--- src/rtl/stt_pkg.sv ---
// Shared types and constants for the segment table translation block.
// Used by every module in rtl/; depends on nothing else.
package stt_pkg;

  localparam int TABLE_ENTRIES = 8;
  localparam int IDX_W  = (TABLE_ENTRIES > 1) ? $clog2(TABLE_ENTRIES) : 1;
  localparam int CNT_W  = $clog2(TABLE_ENTRIES + 1);
  localparam int SEG_W  = 6;
  localparam int ADDR_W = 31;
  localparam int PA_W   = 32;
  localparam int USED_W = 7;
  localparam int RIGHTS_W = 3;

  localparam int FIFO_DEPTH = 2;
  localparam int FIFO_PTR_W = (FIFO_DEPTH > 1) ? $clog2(FIFO_DEPTH) : 1;
  localparam int FIFO_CNT_W = $clog2(FIFO_DEPTH + 1);

  typedef enum logic [1:0] {
    KIND_ADD    = 2'd0,
    KIND_XLATE  = 2'd1,
    KIND_REMOVE = 2'd2,
    KIND_NOP    = 2'd3
  } kind_e;

  typedef enum logic [1:0] {
    ACC_READ  = 2'd0,
    ACC_WRITE = 2'd1,
    ACC_EXEC  = 2'd2,
    ACC_ANY   = 2'd3
  } access_e;

  typedef enum logic [2:0] {
    STS_OK      = 3'd0,
    STS_FULL    = 3'd1,
    STS_INVALID = 3'd2,
    STS_LIMIT   = 3'd3,
    STS_PROTECT = 3'd4
  } status_e;

  typedef enum logic {
    BK_IDLE   = 1'b0,
    BK_LOOKUP = 1'b1
  } back_state_e;

  // Rights bit order: read, write, execute from bit 0 up.
  typedef struct packed {
    kind_e                 kind;
    logic [SEG_W-1:0]      segment;
    logic [ADDR_W-1:0]     offset;
    logic [ADDR_W-1:0]     base;
    logic [ADDR_W-1:0]     limit;
    logic [RIGHTS_W-1:0]   rights;
    access_e               access;
  } item_t;

  typedef struct packed {
    logic  empty;
    item_t item;
  } queue_head_t;

endpackage

--- src/rtl/stt_front.sv ---
// Front stage: accepts input beats, decodes them into an operation record
// and holds it until the queue takes it. Uses stt_pkg.
module stt_front (
  input  logic                     clk_i,
  input  logic                     rst_ni,
  input  logic                     in_valid_i,
  output logic                     in_stall_o,
  input  logic [1:0]               kind_i,
  input  logic [stt_pkg::SEG_W-1:0]  segment_i,
  input  logic [stt_pkg::ADDR_W-1:0] offset_i,
  input  logic [stt_pkg::ADDR_W-1:0] base_address_i,
  input  logic [stt_pkg::ADDR_W-1:0] limit_size_i,
  input  logic                     may_read_i,
  input  logic                     may_write_i,
  input  logic                     may_execute_i,
  input  logic [1:0]               access_i,
  input  logic                     q_full_i,
  output logic                     push_o,
  output stt_pkg::item_t           item_o
);

  logic           valid_q, valid_d;
  stt_pkg::item_t item_q, item_d;
  logic           load;

  assign in_stall_o = valid_q && q_full_i;
  assign push_o     = valid_q && !q_full_i;
  assign load       = in_valid_i && !in_stall_o;
  assign item_o     = item_q;

  always_comb begin
    item_d.kind    = stt_pkg::kind_e'(kind_i);
    item_d.segment = segment_i;
    item_d.offset  = offset_i;
    item_d.base    = base_address_i;
    item_d.limit   = limit_size_i;
    item_d.rights  = {may_execute_i, may_write_i, may_read_i};
    item_d.access  = stt_pkg::access_e'(access_i);
    valid_d        = load | (valid_q & q_full_i);
  end

  always_ff @(posedge clk_i or negedge rst_ni) begin
    if (!rst_ni) begin
      valid_q <= 1'b0;
    end else begin
      valid_q <= valid_d;
    end
  end

  always_ff @(posedge clk_i) begin
    if (load) begin
      item_q <= item_d;
    end
  end

endmodule

--- src/rtl/stt_fifo.sv ---
// Short queue between the front and back stages.
// Holds decoded operation records; uses stt_pkg.
module stt_fifo (
  input  logic                  clk_i,
  input  logic                  rst_ni,
  input  logic                  push_i,
  input  stt_pkg::item_t        item_i,
  output logic                  full_o,
  input  logic                  pop_i,
  output stt_pkg::queue_head_t  head_o
);

  stt_pkg::item_t                  mem_q [stt_pkg::FIFO_DEPTH];
  logic [stt_pkg::FIFO_PTR_W-1:0]  wr_ptr_q, wr_ptr_d;
  logic [stt_pkg::FIFO_PTR_W-1:0]  rd_ptr_q, rd_ptr_d;
  logic [stt_pkg::FIFO_CNT_W-1:0]  cnt_q, cnt_d;
  logic                            do_push, do_pop;

  assign full_o       = (cnt_q == stt_pkg::FIFO_CNT_W'(stt_pkg::FIFO_DEPTH));
  assign head_o.empty = (cnt_q == '0);
  assign head_o.item  = mem_q[rd_ptr_q];
  assign do_push      = push_i && !full_o;
  assign do_pop       = pop_i && !head_o.empty;

  always_comb begin
    wr_ptr_d = wr_ptr_q;
    rd_ptr_d = rd_ptr_q;
    cnt_d    = cnt_q;
    if (do_push) begin
      wr_ptr_d = (wr_ptr_q == stt_pkg::FIFO_PTR_W'(stt_pkg::FIFO_DEPTH - 1)) ? '0
               : wr_ptr_q + 1'b1;
    end
    if (do_pop) begin
      rd_ptr_d = (rd_ptr_q == stt_pkg::FIFO_PTR_W'(stt_pkg::FIFO_DEPTH - 1)) ? '0
               : rd_ptr_q + 1'b1;
    end
    if (do_push && !do_pop) begin
      cnt_d = cnt_q + 1'b1;
    end else if (do_pop && !do_push) begin
      cnt_d = cnt_q - 1'b1;
    end
  end

  always_ff @(posedge clk_i or negedge rst_ni) begin
    if (!rst_ni) begin
      wr_ptr_q <= '0;
      rd_ptr_q <= '0;
      cnt_q    <= '0;
    end else begin
      wr_ptr_q <= wr_ptr_d;
      rd_ptr_q <= rd_ptr_d;
      cnt_q    <= cnt_d;
    end
  end

  always_ff @(posedge clk_i) begin
    if (do_push) begin
      mem_q[wr_ptr_q] <= item_i;
    end
  end

endmodule

--- src/rtl/stt_back.sv ---
// Back stage: owns the segment table, executes add, remove, translate and no-op,
// and drives the registered result channel. Uses stt_pkg.
module stt_back (
  input  logic                        clk_i,
  input  logic                        rst_ni,
  input  stt_pkg::queue_head_t        head_i,
  output logic                        pop_o,
  output logic                        out_valid_o,
  input  logic                        out_stall_i,
  output logic [2:0]                  status_o,
  output logic [stt_pkg::PA_W-1:0]    phys_addr_o,
  output logic [stt_pkg::SEG_W-1:0]   segment_index_o,
  output logic [stt_pkg::USED_W-1:0]  entries_used_o
);

  // Table storage
  logic [stt_pkg::ADDR_W-1:0]   base_q   [stt_pkg::TABLE_ENTRIES];
  logic [stt_pkg::ADDR_W-1:0]   limit_q  [stt_pkg::TABLE_ENTRIES];
  logic [stt_pkg::RIGHTS_W-1:0] rights_q [stt_pkg::TABLE_ENTRIES];
  logic [stt_pkg::CNT_W-1:0]    count_q, count_d;

  stt_pkg::back_state_e state_q, state_d;

  // Lookup registers for the translate check in the lookup state
  logic                         lk_invalid_q;
  logic [stt_pkg::ADDR_W-1:0]   lk_base_q, lk_limit_q, lk_offset_q;
  logic [stt_pkg::RIGHTS_W-1:0] lk_rights_q;
  stt_pkg::access_e             lk_access_q;

  // Output register
  logic                         out_valid_q;
  stt_pkg::status_e             status_q, status_d;
  logic [stt_pkg::PA_W-1:0]     pa_q, pa_d;
  logic [stt_pkg::SEG_W-1:0]    sidx_q, sidx_d;
  logic [stt_pkg::USED_W-1:0]   used_q;

  stt_pkg::item_t               item;
  logic [stt_pkg::USED_W-1:0]   seg_ext, cnt_ext;
  logic                         seg_bad, tbl_full, out_free, right_ok;
  logic                         res_en, wr_add, do_remove, lk_load;

  assign item     = head_i.item;
  assign seg_ext  = stt_pkg::USED_W'(item.segment);
  assign cnt_ext  = stt_pkg::USED_W'(count_q);
  assign seg_bad  = (seg_ext >= cnt_ext);
  assign tbl_full = (count_q == stt_pkg::CNT_W'(stt_pkg::TABLE_ENTRIES));
  assign out_free = !out_valid_q || !out_stall_i;

  always_comb begin
    case (lk_access_q)
      stt_pkg::ACC_READ:  right_ok = lk_rights_q[0];
      stt_pkg::ACC_WRITE: right_ok = lk_rights_q[1];
      stt_pkg::ACC_EXEC:  right_ok = lk_rights_q[2];
      default:            right_ok = 1'b1;
    endcase
  end

  // Next state
  always_comb begin
    state_d = state_q;
    case (state_q)
      stt_pkg::BK_IDLE: begin
        if (!head_i.empty && out_free && item.kind == stt_pkg::KIND_XLATE) begin
          state_d = stt_pkg::BK_LOOKUP;
        end
      end
      stt_pkg::BK_LOOKUP: begin
        if (out_free) begin
          state_d = stt_pkg::BK_IDLE;
        end
      end
      default: state_d = stt_pkg::BK_IDLE;
    endcase
  end

  // Outputs of the sequencer
  always_comb begin
    pop_o     = 1'b0;
    res_en    = 1'b0;
    wr_add    = 1'b0;
    do_remove = 1'b0;
    lk_load   = 1'b0;
    count_d   = count_q;
    status_d  = stt_pkg::STS_OK;
    pa_d      = '0;
    sidx_d    = '0;
    case (state_q)
      stt_pkg::BK_IDLE: begin
        if (!head_i.empty && out_free) begin
          pop_o = 1'b1;
          case (item.kind)
            stt_pkg::KIND_ADD: begin
              res_en = 1'b1;
              if (tbl_full) begin
                status_d = stt_pkg::STS_FULL;
              end else begin
                wr_add  = 1'b1;
                sidx_d  = stt_pkg::SEG_W'(count_q);
                count_d = count_q + 1'b1;
              end
            end
            stt_pkg::KIND_XLATE: begin
              lk_load = 1'b1;
            end
            stt_pkg::KIND_REMOVE: begin
              res_en = 1'b1;
              if (seg_bad) begin
                status_d = stt_pkg::STS_INVALID;
              end else begin
                do_remove = 1'b1;
                count_d   = count_q - 1'b1;
              end
            end
            default: begin
              res_en = 1'b1;
            end
          endcase
        end
      end
      stt_pkg::BK_LOOKUP: begin
        if (out_free) begin
          res_en = 1'b1;
          if (lk_invalid_q) begin
            status_d = stt_pkg::STS_INVALID;
          end else if (lk_offset_q >= lk_limit_q) begin
            status_d = stt_pkg::STS_LIMIT;
          end else if (!right_ok) begin
            status_d = stt_pkg::STS_PROTECT;
          end else begin
            pa_d = stt_pkg::PA_W'(lk_base_q) + stt_pkg::PA_W'(lk_offset_q);
          end
        end
      end
      default: ;
    endcase
  end

  always_ff @(posedge clk_i or negedge rst_ni) begin
    if (!rst_ni) begin
      state_q     <= stt_pkg::BK_IDLE;
      count_q     <= '0;
      out_valid_q <= 1'b0;
    end else begin
      state_q     <= state_d;
      count_q     <= count_d;
      out_valid_q <= res_en | (out_valid_q & out_stall_i);
    end
  end

  // Table writes: append at the fill point, or close the gap on remove
  always_ff @(posedge clk_i) begin
    if (wr_add) begin
      base_q[count_q[stt_pkg::IDX_W-1:0]]   <= item.base;
      limit_q[count_q[stt_pkg::IDX_W-1:0]]  <= item.limit;
      rights_q[count_q[stt_pkg::IDX_W-1:0]] <= item.rights;
    end
    if (do_remove) begin
      for (int i = 0; i < stt_pkg::TABLE_ENTRIES - 1; i++) begin
        if (stt_pkg::USED_W'(i) >= seg_ext && stt_pkg::USED_W'(i + 1) < cnt_ext) begin
          base_q[i]   <= base_q[i + 1];
          limit_q[i]  <= limit_q[i + 1];
          rights_q[i] <= rights_q[i + 1];
        end
      end
    end
  end

  always_ff @(posedge clk_i) begin
    if (lk_load) begin
      lk_invalid_q <= seg_bad;
      lk_base_q    <= base_q[item.segment[stt_pkg::IDX_W-1:0]];
      lk_limit_q   <= limit_q[item.segment[stt_pkg::IDX_W-1:0]];
      lk_rights_q  <= rights_q[item.segment[stt_pkg::IDX_W-1:0]];
      lk_offset_q  <= item.offset;
      lk_access_q  <= item.access;
    end
    if (res_en) begin
      status_q <= status_d;
      pa_q     <= pa_d;
      sidx_q   <= sidx_d;
      used_q   <= stt_pkg::USED_W'(count_d);
    end
  end

  assign out_valid_o     = out_valid_q;
  assign status_o        = status_q;
  assign phys_addr_o     = pa_q;
  assign segment_index_o = sidx_q;
  assign entries_used_o  = used_q;

endmodule

--- src/rtl/segment_table_translation_top.sv ---
// Segment table translation top: front decode, queue and table back end.
// Each beat passes the front register, the queue and the output register; a translate also
// passes the lookup registers. Add, remove and no-op beats go at one per cycle unless the
// output stalls; a translate holds the back end for its table read, limit/rights check and add.
// Reset (rst_ni low, asynchronous) empties the table, the queue and the output register;
// table contents are not cleared and are only used below the entry count.
module segment_table_translation_top (
  input  logic                        clk_i,
  input  logic                        rst_ni,
  // Request channel
  input  logic                        in_valid_i,
  output logic                        in_stall_o,
  input  logic [1:0]                  kind_i,
  input  logic [stt_pkg::SEG_W-1:0]   segment_i,
  input  logic [stt_pkg::ADDR_W-1:0]  offset_i,
  input  logic [stt_pkg::ADDR_W-1:0]  base_address_i,
  input  logic [stt_pkg::ADDR_W-1:0]  limit_size_i,
  input  logic                        may_read_i,
  input  logic                        may_write_i,
  input  logic                        may_execute_i,
  input  logic [1:0]                  access_i,
  // Result channel
  output logic                        out_valid_o,
  input  logic                        out_stall_i,
  output logic [2:0]                  status_o,
  output logic [stt_pkg::PA_W-1:0]    phys_addr_o,
  output logic [stt_pkg::SEG_W-1:0]   segment_index_o,
  output logic [stt_pkg::USED_W-1:0]  entries_used_o
);

  // Front to queue
  logic                 push;
  logic                 q_full;
  stt_pkg::item_t       front_item;
  // Queue to back
  stt_pkg::queue_head_t head;
  logic                 pop;

  // Register and decode each request beat; hold it while the queue is full.
  stt_front u_front (
    .clk_i          (clk_i),
    .rst_ni         (rst_ni),
    .in_valid_i     (in_valid_i),
    .in_stall_o     (in_stall_o),
    .kind_i         (kind_i),
    .segment_i      (segment_i),
    .offset_i       (offset_i),
    .base_address_i (base_address_i),
    .limit_size_i   (limit_size_i),
    .may_read_i     (may_read_i),
    .may_write_i    (may_write_i),
    .may_execute_i  (may_execute_i),
    .access_i       (access_i),
    .q_full_i       (q_full),
    .push_o         (push),
    .item_o         (front_item)
  );

  // Decouple the front from the back so either side can stall on its own.
  stt_fifo u_fifo (
    .clk_i  (clk_i),
    .rst_ni (rst_ni),
    .push_i (push),
    .item_i (front_item),
    .full_o (q_full),
    .pop_i  (pop),
    .head_o (head)
  );

  // Execute operations in order against the table; results leave through
  // a single output register that advances whenever the sink takes a beat.
  stt_back u_back (
    .clk_i           (clk_i),
    .rst_ni          (rst_ni),
    .head_i          (head),
    .pop_o           (pop),
    .out_valid_o     (out_valid_o),
    .out_stall_i     (out_stall_i),
    .status_o        (status_o),
    .phys_addr_o     (phys_addr_o),
    .segment_index_o (segment_index_o),
    .entries_used_o  (entries_used_o)
  );

endmodule
--- config.mk ---
export PLATFORM = sky130hd
export DESIGN_NAME = segment_table_translation_top
export DESIGN_NICKNAME = d
export VERILOG_FILES = /design/src/rtl/stt_pkg.sv /design/src/rtl/stt_front.sv /design/src/rtl/stt_fifo.sv /design/src/rtl/stt_back.sv /design/src/rtl/segment_table_translation_top.sv
export SDC_FILE = /design/constraint.sdc
export NUM_CORES = 1
export LEC_CHECK = 0
export BUFFER_PORTS_ARGS = -buffer_cell sky130_fd_sc_hd__buf_2
export CAP_MARGIN = 20
export CORE_UTILIZATION = 54
export CTS_CLUSTER_DIAMETER = 200
export DETAILED_ROUTE_END_ITERATION = 7
export GPL_TIMING_DRIVEN = 0
export PLACE_DENSITY = 0.76
export SETUP_SLACK_MARGIN = 0.15
export SLEW_MARGIN = 30
export SYNTH_ARGS = -nofsm -noshare
export SYNTH_HDL_FRONTEND = slang
export SYNTH_HIERARCHICAL = 1
export SYNTH_SLANG_ARGS = --single-unit
--- constraint.sdc ---
create_clock -name clk_i -period 13.01 [get_ports clk_i]
set_clock_uncertainty 0.2 [all_clocks]
set_input_delay 2.602 -clock clk_i [delete_from_list [all_inputs] [get_ports clk_i]]
set_output_delay 2.602 -clock clk_i [all_outputs]
set_load 0.03 [all_outputs]
==> impl_table.tex, run 1 <==
\begin{tabular}{lr}
\hline
Metric & Value \\
\hline
\multicolumn{2}{l}{\textbf{Placement}} \\
\quad HPWL Detailed & 76,300 µm \\
\quad RePlAce Congestion & 0.886 \\
\quad Setup slack at placement & 5260 ps \\
\quad IO Port Bufs & $\sim$150 \\
\quad Area after detailed placement & around 0.047 mm² \\
\multicolumn{2}{l}{\textbf{Synthesis}} \\
\quad Share of the synthesized area in compound gates (AO/OA/AOI/OAI) & 5.30\% \\
\quad Area share of fa/ha/maj cells after synthesis & 2.10\% \\
\quad Syn Area/Cell & $\sim$16 µm² \\
\quad Count of flip-flops with a built-in enable after synthesis & 980 \\
\quad Cell area after synthesis & between 0.04 and 0.05 mm² \\
\quad Post-synthesis simple-gate area fraction & 4.25\% \\
\quad Dominant register cell in the synthesized netlist & sky130\_fd\_sc\_hd\_\_edfxtp\_1 \\
\quad Post-synthesis register bit count & 991 \\
\quad Multiplexer fraction of the synthesized cell area & between 10\% and 20\% \\
\quad Share of synthesized area occupied by flip-flops and latches & 68.7\% \\
\quad Share of async-settable or async-resettable flops after synthesis & 1.11\% \\
\quad Xor and xnor area share after synthesis & 0.628\% \\
\quad Post-synth cell types & 62 \\
\quad Yosys synthesis warning count & 6 \\
\quad Gate count after technology mapping & $\sim$2,700 \\
\quad Main combinational cell family by area after synthesis & multiplexers \\
\multicolumn{2}{l}{\textbf{Setup path}} \\
\quad Kind of cell with the highest combined delay on the critical path & buffers and inverters \\
\quad Largest fanout on the critical path & 14 \\
\quad Worst Setup Start Kind & flip-flop \\
\quad Number of logic stages on the critical path including buffering & 20 \\
\quad Worst path buffer plus inverter count & 11 \\
\quad Delay of the slowest critical-path stage & 790 ps \\
\quad Crit path capture type & flip-flop \\
\quad Crit-path slowest cell & sky130\_fd\_sc\_hd\_\_clkbuf\_1 \\
\quad Crit-path cells & buf\_6 > buf\_2 > mux2\_2 > clkbuf\_1 > clkbuf\_1 > buf\_2 > inv\_1 > ha\_1 > nand2b\_1 > a21o\_1 > a21o\_1 > a2111oi\_4 > nand3\_2 > or3b\_2 > clkbuf\_1 > clkbuf\_1 > clkbuf\_1 > o21ai\_4 > buf\_8 > buf\_16 \\
\quad Worst EP arrival & roughly 8000 ps \\
\quad R2r worst-path depth & 20 \\
\quad Critical Path Most Common Cell & sky130\_fd\_sc\_hd\_\_clkbuf\_1 \\
\quad CP Data Required Time & around 13,000 ps \\
\quad Worst Path Class, Setup & flip-flop to flip-flop \\
\multicolumn{2}{l}{\textbf{CTS}} \\
\quad Deepest clock path buffer count & 3 \\
\quad Root Driver & sky130\_fd\_sc\_hd\_\_clkbuf\_16 \\
\quad Clock transition at the registers of the reported paths & 60 ps \\
\quad CTS Hold Bufs & 0 \\
\quad Setup Buffers After CTS & 0 \\
\quad H-tree Lvls & 3 \\
\quad Number of gates resized after CTS & 0 \\
\quad TritonCTS clock tree & yes \\
\quad Clk Latency, worst-skew pair & 670 ps \\
\quad Num Clock Sinks & 991 \\
\quad Num CTS Buffers & 100 \\
\multicolumn{2}{l}{\textbf{Drt}} \\
\quad Vias per Instance & 6.16 \\
\quad Routed Antenna Nets & 0 \\
\quad Total via count after detailed routing & 25,600 \\
\quad Final WL & 107,000 µm \\
\quad Router iterations before antenna repair & 6 \\
\quad Wirelength per Cell & 25.8 µm \\
\quad DRC violations left & 0 \\
\quad Drt first-iter violations & 2,884 \\
\multicolumn{2}{l}{\textbf{Pwr}} \\
\quad Peak VDD IR & $\sim$120 µV \\
\quad PwrDens & 223 mW/mm² \\
\quad Leakage component of the power & 17.3 nW \\
\quad Power Total & 11.1 mW \\
\multicolumn{2}{l}{\textbf{STA}} \\
\quad Final-layout worst hold slack & 239 ps \\
\quad Sum of negative setup slack & 0 ps \\
\quad Final hold violation count & 0 \\
\quad Maximum clock frequency & approximately 0.13 GHz \\
\quad Final worst path period share & between 60\% and 70\% \\
\quad Clock period minus final worst setup slack & roughly 8000 ps \\
\quad Setup repair after global routing missed its margin & no \\
\quad Worst-Margin Slew & 962 ps \\
\quad Worst slew margin & 35.9\% \\
\quad Minimum setup slack in the final design & 5040 ps \\
\quad Number of pins with negative max-slew slack in the final report & 0 \\
\quad Final Setup Violations & 0 \\
\multicolumn{2}{l}{\textbf{Cells and area}} \\
\quad Area of combinational cells with multiple inputs & around 0.013 mm² \\
\quad Commonest non-fill, non-tap cell in the layout & sky130\_fd\_sc\_hd\_\_edfxtp\_1 \\
\quad Number of filler cells placed in the layout & 5,568 \\
\quad Total inserted antenna cells & 0 \\
\quad Proportion of layout cells with a drive suffix above 1 & 28.4\% \\
\quad Layout net count & 3,204 \\
\quad Area of all placed cells without fillers & 0.0498 mm² \\
\quad Commonest non-fill, non-tap cells in the layout & 980 x sky130\_fd\_sc\_hd\_\_edfxtp\_1, 318 x sky130\_fd\_sc\_hd\_\_nor2\_1, 303 x sky130\_fd\_sc\_hd\_\_a21oi\_1 \\
\quad Area taken by flip-flops and latches & 0.0297 mm² \\
\quad Synthesis-to-finish area growth & 15.2\% \\
\multicolumn{2}{l}{\textbf{Global route}} \\
\quad First-pass GRT wire length & roughly 160,000 µm \\
\quad Aggregate global-route resource usage & about a quarter \\
\quad Remaining global-route overflow & 0 \\
\quad Number of antenna violations at the first check in global routing & 1 \\
\quad Number of global-route vias before repair & approximately 26,000 \\
\quad Largest net degree at the start of global routing & 48 \\
\multicolumn{2}{l}{\textbf{Floorplan}} \\
\quad Die height & 285 µm \\
\quad Initial core utilization & 54.6\% \\
\quad Standard-cell row count & 103 \\
\quad Die width & 285 µm \\
\quad Full die area & just over 0.08 mm² \\
\quad Floorplan Core Area & 0.0791 mm² \\
\quad I/O Pins & 160 \\
\multicolumn{2}{l}{\textbf{Min path}} \\
\quad Min-delay worst type & flip-flop to flip-flop \\
\quad Worst hold stages & 0 \\
\multicolumn{2}{l}{\textbf{Run status}} \\
\quad Outcome & finished, final reports clean \\
\multicolumn{2}{l}{\textbf{Run}} \\
\quad \# Max-Cap Violations & 0 \\
\hline
\end{tabular}
layer usage:
metal  global-route usage (%)  share of wire [%]  up-vias
li1                         -                  -    11000
met1                     34.5                 37    12800
met2                     43.0                 48     1471
met3                     4.98                9.8      257
met4                     12.7                4.9        2
met5                        0              0.012        -
power breakdown:
part           total, mW  internal, mW  switching [mW]
Sequential          4.66          4.44           0.216
Combinational       3.61          1.52            2.09
Clock               2.83          1.64            1.19
registers in the layout, summed over array words and instances (netlist names), 3 cells and up:
name and flops:
u_front/item_o 106, u_back/limit_q 248, u_back/lk_rights_q 3, u_back/entries_used_o 4, u_back/rights_q 24, u_back/phys_addr_o 32
u_back/lk_offset_q 31, u_fifo/mem_q 212, u_back/count_q 4, u_back/segment_index_o 4, u_back/lk_limit_q 31, u_back/lk_base_q 31
u_back/base_q 248, u_back/status_o 3
final cells by class:
type / instances / area share [%]
Inverter: 116 / 0.874
Tap cell: 1050 / 2.64
Multi-Input combinational cell: 1458 / 25.2
Buffer: 149 / 1.39
Sequential cell: 991 / 59.6
Timing Repair Buffer: 206 / 3.79
Clock inverter: 55 / 1.07
Clock buffer: 129 / 5.41
final timing paths:
| kind | from | end | slack, ps |
|---|---|---|---|
| worst max register to register | u_fifo/rd_ptr_q$_DFFE_PN0P_ | u_back/base_q[3][27]$_DFFE_PP_ | 5040 |
| worst min-delay path | u_front/item_o[60]$_DFFE_PP_ | u_fifo/mem_q[0][60]$_DFFE_PP_ | 240 |
| worst min register to register | u_front/item_o[60]$_DFFE_PP_ | u_fifo/mem_q[0][60]$_DFFE_PP_ | 240 |
| max in group asynchronous | rst_ni | u_fifo/wr_ptr_q$_DFFE_PN0P_ | 10750 |
| min in group asynchronous | rst_ni | u_back/count_q[0]$_DFF_PN0_ | 1630 |
| worst max-delay path | u_fifo/rd_ptr_q$_DFFE_PN0P_ | u_back/base_q[3][27]$_DFFE_PP_ | 5040 |
cell usage after synthesis, types with 4 or more instances:
cell type                  count  share of area [%]
sky130_fd_sc_hd__ha_1         71                2.1
sky130_fd_sc_hd__inv_2        30               0.26
sky130_fd_sc_hd__o21bai_1      6               0.10
sky130_fd_sc_hd__edfxtp_1    980                 68
sky130_fd_sc_hd__xor2_1       15               0.30
sky130_fd_sc_hd__and3_1        4              0.058
sky130_fd_sc_hd__nand2_1      46               0.40
sky130_fd_sc_hd__dfrtp_1      11               0.64
sky130_fd_sc_hd__mux2i_1      67                1.6
sky130_fd_sc_hd__o22ai_1       7               0.10
sky130_fd_sc_hd__mux4_2      130                6.8
sky130_fd_sc_hd__nor2_1      320                2.8
sky130_fd_sc_hd__buf_2        26               0.30
sky130_fd_sc_hd__a211oi_1      8               0.14
sky130_fd_sc_hd__buf_6         9               0.23
sky130_fd_sc_hd__a21o_1       18               0.31
sky130_fd_sc_hd__mux2_2      271                7.1
sky130_fd_sc_hd__and2_1        4              0.058
sky130_fd_sc_hd__nand2b_1      6              0.087
sky130_fd_sc_hd__o211ai_1      5              0.087
sky130_fd_sc_hd__a21oi_1     304                3.5
sky130_fd_sc_hd__xnor2_1      16               0.32
sky130_fd_sc_hd__mux2_4       30                1.0
sky130_fd_sc_hd__a31oi_1       5              0.072
sky130_fd_sc_hd__nor2b_1       7               0.10
sky130_fd_sc_hd__nor3_1       13               0.15
sky130_fd_sc_hd__o31ai_1       5              0.087
sky130_fd_sc_hd__buf_4         6               0.10
sky130_fd_sc_hd__nand3_1      18               0.21
sky130_fd_sc_hd__clkbuf_1     86               0.75
sky130_fd_sc_hd__or3_1         6              0.087
sky130_fd_sc_hd__inv_1        85               0.74
sky130_fd_sc_hd__o21ai_0      26               0.30
sky130_fd_sc_hd__buf_1        22               0.19
kinds of logic (layout without fill, tap and decap cells):
| group | after synthesis | in the layout |
|---|---|---|
| muxes | 498 | 498 |
| buffers and inverters | 265 | 655 |
| and+or+nand+nor | 442 | 442 |
| DFF | 991 | 991 |
| other | 1 | 5 |
| adders and majority gates | 72 | 72 |
| xor gates and xnor gates | 31 | 31 |
| AOI/OAI and AO/OA | 410 | 410 |
through the flow:
stage	std cells	util (%)
floorplan	2714	-
global placement	3918	57.3
detailed placement	3970	58.9
CTS	4154	62.9
global route	4154	63.0
finish	4154	63.0
Note: power is estimated with default switching activity, not from simulation.
==> run 2, diff against run 1 <==
--- a/config.mk
+++ b/config.mk
@@ -5,6 +5,7 @@
 export SDC_FILE = /design/constraint.sdc
 export NUM_CORES = 1
 export LEC_CHECK = 0
+export ABC_AREA = 1
 export BUFFER_PORTS_ARGS = -buffer_cell sky130_fd_sc_hd__buf_2
 export CAP_MARGIN = 20
 export CORE_UTILIZATION = 54
==> constraint.sdc (replaced) <==
create_clock -name clk_i -period 8 [get_ports clk_i]
set_clock_uncertainty 0.2 [all_clocks]
set_input_delay 1.6 -clock clk_i [delete_from_list [all_inputs] [get_ports clk_i]]
set_output_delay 1.6 -clock clk_i [all_outputs]
set_load 0.03 [all_outputs]
==> run 2 against run 1 <==
Against the previous run:
- the run now ends with DRC left
- critical path type unchanged
- wire length is 31% higher
- sequential power up 69%
- via count rose by 46%
- global-route usage rose by 4.4 points
- sequential share of layout area decreased by 5.1 points
- synthesized cell count is 77% higher
- power rose by 92%
- die area increased by 10%
==> impl_table.tex, run 2 <==
\begin{tabular}{lr}
\hline
Metric & Value \\
\hline
\multicolumn{2}{l}{\textbf{Global route}} \\
\quad Largest net degree at the start of global routing & 61 (+27\%) \\
\quad First-pass GRT wire length & 208,000 µm (+31\%) \\
\quad Remaining global-route overflow & 0 (unchanged) \\
\quad Number of antenna violations at the first check in global routing & 8 (+7) \\
\quad Number of global-route vias before repair & 35,700 (+37\%) \\
\quad Aggregate global-route resource usage & 30.9\% (+4.4 points) \\
\multicolumn{2}{l}{\textbf{Drt}} \\
\quad Vias per Instance & 5.91 (-4.0\%) \\
\quad Drt first-iter violations & 5,158 (+79\%) \\
\quad Router iterations before antenna repair & 8 (+2) \\
\quad Total via count after detailed routing & 37,400 (+46\%) \\
\quad DRC violations left & 3 (+3) \\
\quad Routed Antenna Nets & 0 (unchanged) \\
\quad Final WL & 140,000 µm (+31\%) \\
\quad Wirelength per Cell & 22.1 µm (-14\%) \\
\multicolumn{2}{l}{\textbf{Pwr}} \\
\quad Leakage component of the power & 22.6 nW (+30\%) \\
\quad PwrDens & 391 mW/mm² (+76\%) \\
\quad Peak VDD IR & 341 µV (+190\%) \\
\multicolumn{2}{l}{\textbf{Synthesis}} \\
\quad Share of async-settable or async-resettable flops after synthesis & 1.11\% (unchanged) \\
\quad Dominant register cell in the synthesized netlist & sky130\_fd\_sc\_hd\_\_edfxtp\_1 \\
\quad Largest area contributor in the synthesized netlist & sky130\_fd\_sc\_hd\_\_edfxtp\_1 \\
\quad Synth top cells by count & 1,495 x sky130\_fd\_sc\_hd\_\_nand2\_1, 980 x sky130\_fd\_sc\_hd\_\_edfxtp\_1, 444 x sky130\_fd\_sc\_hd\_\_nor2\_1 \\
\quad Post-synthesis register bit count & 991 (unchanged) \\
\quad Count leader, synth & sky130\_fd\_sc\_hd\_\_nand2\_1 \\
\quad Yosys synthesis warning count & 6 (unchanged) \\
\quad Count of flip-flops with a built-in enable after synthesis & 980 (unchanged) \\
\quad Cell area after synthesis & 0.0476 mm² (+10\%) \\
\quad Syn Area/Cell & 9.94 µm² (-38\%) \\
\quad Post-synth cell types & 46 (-26\%) \\
\quad Proportion of netlist area held by the largest area contributor & 61.8\% (-6.2 points) \\
\quad Gate count after technology mapping & 4,786 (+77\%) \\
\quad Share of synthesized area occupied by flip-flops and latches & 62.4\% (-6.3 points) \\
\quad Area contributors post-synth & sky130\_fd\_sc\_hd\_\_edfxtp\_1 62\%, sky130\_fd\_sc\_hd\_\_nand2\_1 12\%, sky130\_fd\_sc\_hd\_\_nand3\_1 4.6\% \\
\multicolumn{2}{l}{\textbf{CTS}} \\
\quad H-tree Lvls & 3 (unchanged) \\
\quad Clock transition at the registers of the reported paths & 60 ps (about the same) \\
\quad Num Clock Sinks & 991 (unchanged) \\
\quad Setup Buffers After CTS & 0 (unchanged) \\
\quad Number of gates resized after CTS & 0 (unchanged) \\
\quad TritonCTS clock tree & yes \\
\quad Root Driver & sky130\_fd\_sc\_hd\_\_clkbuf\_16 \\
\quad CTS Hold Bufs & 0 (unchanged) \\
\quad Num CTS Buffers & 102 (+2.0\%) \\
\quad Deepest clock path buffer count & 3 (unchanged) \\
\quad Clk Latency, worst-skew pair & 700 ps (+30 ps) \\
\multicolumn{2}{l}{\textbf{Cells and area}} \\
\quad Proportion of layout cells with a drive suffix above 1 & 11.7\% (-17 points) \\
\quad Layout net count & 5,279 (+65\%) \\
\quad Number of non-filler instances in the completed layout & 6,339 (+53\%) \\
\quad Commonest non-fill, non-tap cell in the layout & sky130\_fd\_sc\_hd\_\_nand2\_1 \\
\quad Number of filler cells placed in the layout & 6,861 (+23\%) \\
\quad Top flop regs & u\_back/base\_q (248), u\_back/limit\_q (248), u\_fifo/mem\_q (212) \\
\quad Synthesis-to-finish area growth & 14.5\% \\
\quad Commonest non-fill, non-tap cells in the layout & 1,492 x sky130\_fd\_sc\_hd\_\_nand2\_1, 980 x sky130\_fd\_sc\_hd\_\_edfxtp\_1, 442 x sky130\_fd\_sc\_hd\_\_nand3\_1 \\
\multicolumn{2}{l}{\textbf{Floorplan}} \\
\quad Die width & 299 µm (+4.9\%) \\
\quad I/O Pins & 160 (unchanged) \\
\quad Standard-cell row count & 108 (+4.9\%) \\
\quad Die height & 299 µm (+4.9\%) \\
\quad Initial core utilization & 54.7\% (about the same) \\
\quad Floorplan Core Area & 0.0870 mm² (+10\%) \\
\quad Full die area & 0.0893 mm² (+10\%) \\
\multicolumn{2}{l}{\textbf{STA}} \\
\quad Number of pins with negative max-slew slack in the final report & 0 (unchanged) \\
\quad Final hold violation count & 0 (unchanged) \\
\quad Final worst path period share & 82.9\% (+22 points) \\
\quad Final Setup Violations & 0 (unchanged) \\
\quad Worst slew margin & 25.8\% (-10 points) \\
\quad Maximum clock frequency & 0.151 GHz (+20\%) \\
\quad Final-layout worst hold slack & 231 ps (-7.97 ps) \\
\quad Clock period minus final worst setup slack & 6630 ps (-1340 ps) \\
\quad Worst-Margin Slew & 1110 ps (+152 ps) \\
\quad Setup repair after global routing missed its margin & no \\
\multicolumn{2}{l}{\textbf{Setup path}} \\
\quad Largest fanout on the critical path & 14 (unchanged) \\
\quad CP Data Required Time & 8170 ps (-4990 ps) \\
\quad Worst Path Class, Setup & flip-flop to flip-flop \\
\quad Worst Setup Start Kind & flip-flop \\
\quad Worst EP arrival & 6800 ps (-1330 ps) \\
\quad Crit path capture type & flip-flop \\
\multicolumn{2}{l}{\textbf{Placement}} \\
\quad HPWL Detailed & 96,900 µm (+27\%) \\
\quad DP Cell Count & 6,148 (+55\%) \\
\quad IO Port Bufs & 154 (unchanged) \\
\quad RePlAce Congestion & 0.947 (+6.9\%) \\
\multicolumn{2}{l}{\textbf{Run}} \\
\quad \# Max-Cap Violations & 0 (unchanged) \\
\multicolumn{2}{l}{\textbf{Min path}} \\
\quad Min-delay worst type & flip-flop to flip-flop \\
\multicolumn{2}{l}{\textbf{Run status}} \\
\quad Failing checks & DRC \\
\quad Outcome & finished, violations left \\
\hline
\end{tabular}
[run 2: cell types whose count changed in the layout (fill, tap and decap cells not counted), sizes merged, moves of 16 or more]
cell,change
a21oi,-205
mux4,-130
a21o,-16
o22ai,+59
mux2i,-67
nand3,+473
a31oi,+61
mux2,-301
o21ai,+252
nor2,+127
buf,+81
inv,+314
nand2,+1504
[run 2: per-layer routing]
metal	global-route usage, %	up-vias	part of all wire, %
met3	8.14	562	13
met4	17.4	12	6.2
li1	-	16800	-
met1	39.0	17400	35
met5	0	-	0.056
met2	48.5	2689	45
[run 2: layout make-up]
cell class / instances / area (µm²) / share of cell area (%)
Buffer: 237 / 1240 / 2.28
Inverter: 422 / 1590 / 2.92
Multi-Input combinational cell: 3140 / 15200 / 27.9
Sequential cell: 991 / 29700 / 54.5
Timing Repair Buffer: 203 / 1990 / 3.66
Antenna cell: 1 / 2.50 / 0.00459
Tap cell: 1155 / 1450 / 2.65
Clock buffer: 127 / 2670 / 4.89
Clock inverter: 63 / 677 / 1.24
[run 2: kinds of logic after synthesis]
group / Yosys count / synth area share [%]
and+or+nand+nor: 2525 / 23.5
AOI/OAI and AO/OA: 519 / 5.88
DFF: 991 / 62.4
buffers and inverters: 659 / 5.94
other: 1 / 0.00788
adders and majority gates: 72 / 1.91
xor gates and xnor gates: 19 / 0.350
[run 2: metrics by stage]
stage | cell area [µm²] | total power, mW | setup TNS [ps] | utilization [%] | setup slack, ps
6_report | 54500 | 21.3 | 0 | 62.6 | 1370
2_1_floorplan | 47600 | 13.3 | 0 | - | 376
3_5_place_dp | 51200 | 16.3 | 0 | 58.8 | 1670
3_3_place_gp | 49800 | 16.0 | -2196180 | 57.2 | -5950
5_1_grt | 54500 | 22.3 | 0 | 62.6 | 1270
4_1_cts | 54500 | 21.1 | 0 | 62.6 | 1620
[run 2: report_power, final]
| part | total [mW] | switching (mW) | internal (mW) |
|---|---|---|---|
| clock | 4.76 | 2.09 | 2.66 |
| sequential | 7.87 | 0.416 | 7.45 |
| combinational | 8.69 | 6.22 | 2.47 |
| total | 21.3 | 8.73 | 12.6 |
[run 2: critical path: stages (launching register included)]
cell	delay, ps
sky130_fd_sc_hd__dfrtp_1	320
sky130_fd_sc_hd__buf_4	260
sky130_fd_sc_hd__inv_4	150
sky130_fd_sc_hd__buf_2	280
sky130_fd_sc_hd__nand2_1	100
sky130_fd_sc_hd__nand2_1	200
sky130_fd_sc_hd__inv_1	390
sky130_fd_sc_hd__buf_2	440
sky130_fd_sc_hd__buf_2	440
sky130_fd_sc_hd__clkbuf_1	630
sky130_fd_sc_hd__ha_1	350
sky130_fd_sc_hd__o21ai_0	160
sky130_fd_sc_hd__nand2_1	80
sky130_fd_sc_hd__nand2_1	70
sky130_fd_sc_hd__nand2_2	130
sky130_fd_sc_hd__nor3_2	290
sky130_fd_sc_hd__nand2_1	200
sky130_fd_sc_hd__buf_2	280
sky130_fd_sc_hd__buf_2	300
sky130_fd_sc_hd__o21ai_4	350
sky130_fd_sc_hd__buf_16	250
sky130_fd_sc_hd__buf_16	180
sky130_fd_sc_hd__buf_16	170
[run 2: final timing paths]
check / endpoint / slack (ps) / from / depth (start not counted)
setup reg to reg: u_back/limit_q[4][5]$_DFFE_PP_ / 1370 / u_fifo/rd_ptr_q$_DFFE_PN0P_ / 22
min in group asynchronous: u_fifo/rd_ptr_q$_DFFE_PN0P_ / 590 / rst_ni / 1
hold reg to reg: u_fifo/mem_q[0][20]$_DFFE_PP_ / 230 / u_front/item_o[20]$_DFFE_PP_ / 0
hold / removal: u_fifo/mem_q[0][20]$_DFFE_PP_ / 230 / u_front/item_o[20]$_DFFE_PP_ / 0
max in group asynchronous: u_back/count_q[1]$_DFF_PN0_ / 6790 / rst_ni / 1
setup / recovery: u_back/limit_q[4][5]$_DFFE_PP_ / 1370 / u_fifo/rd_ptr_q$_DFFE_PN0P_ / 22
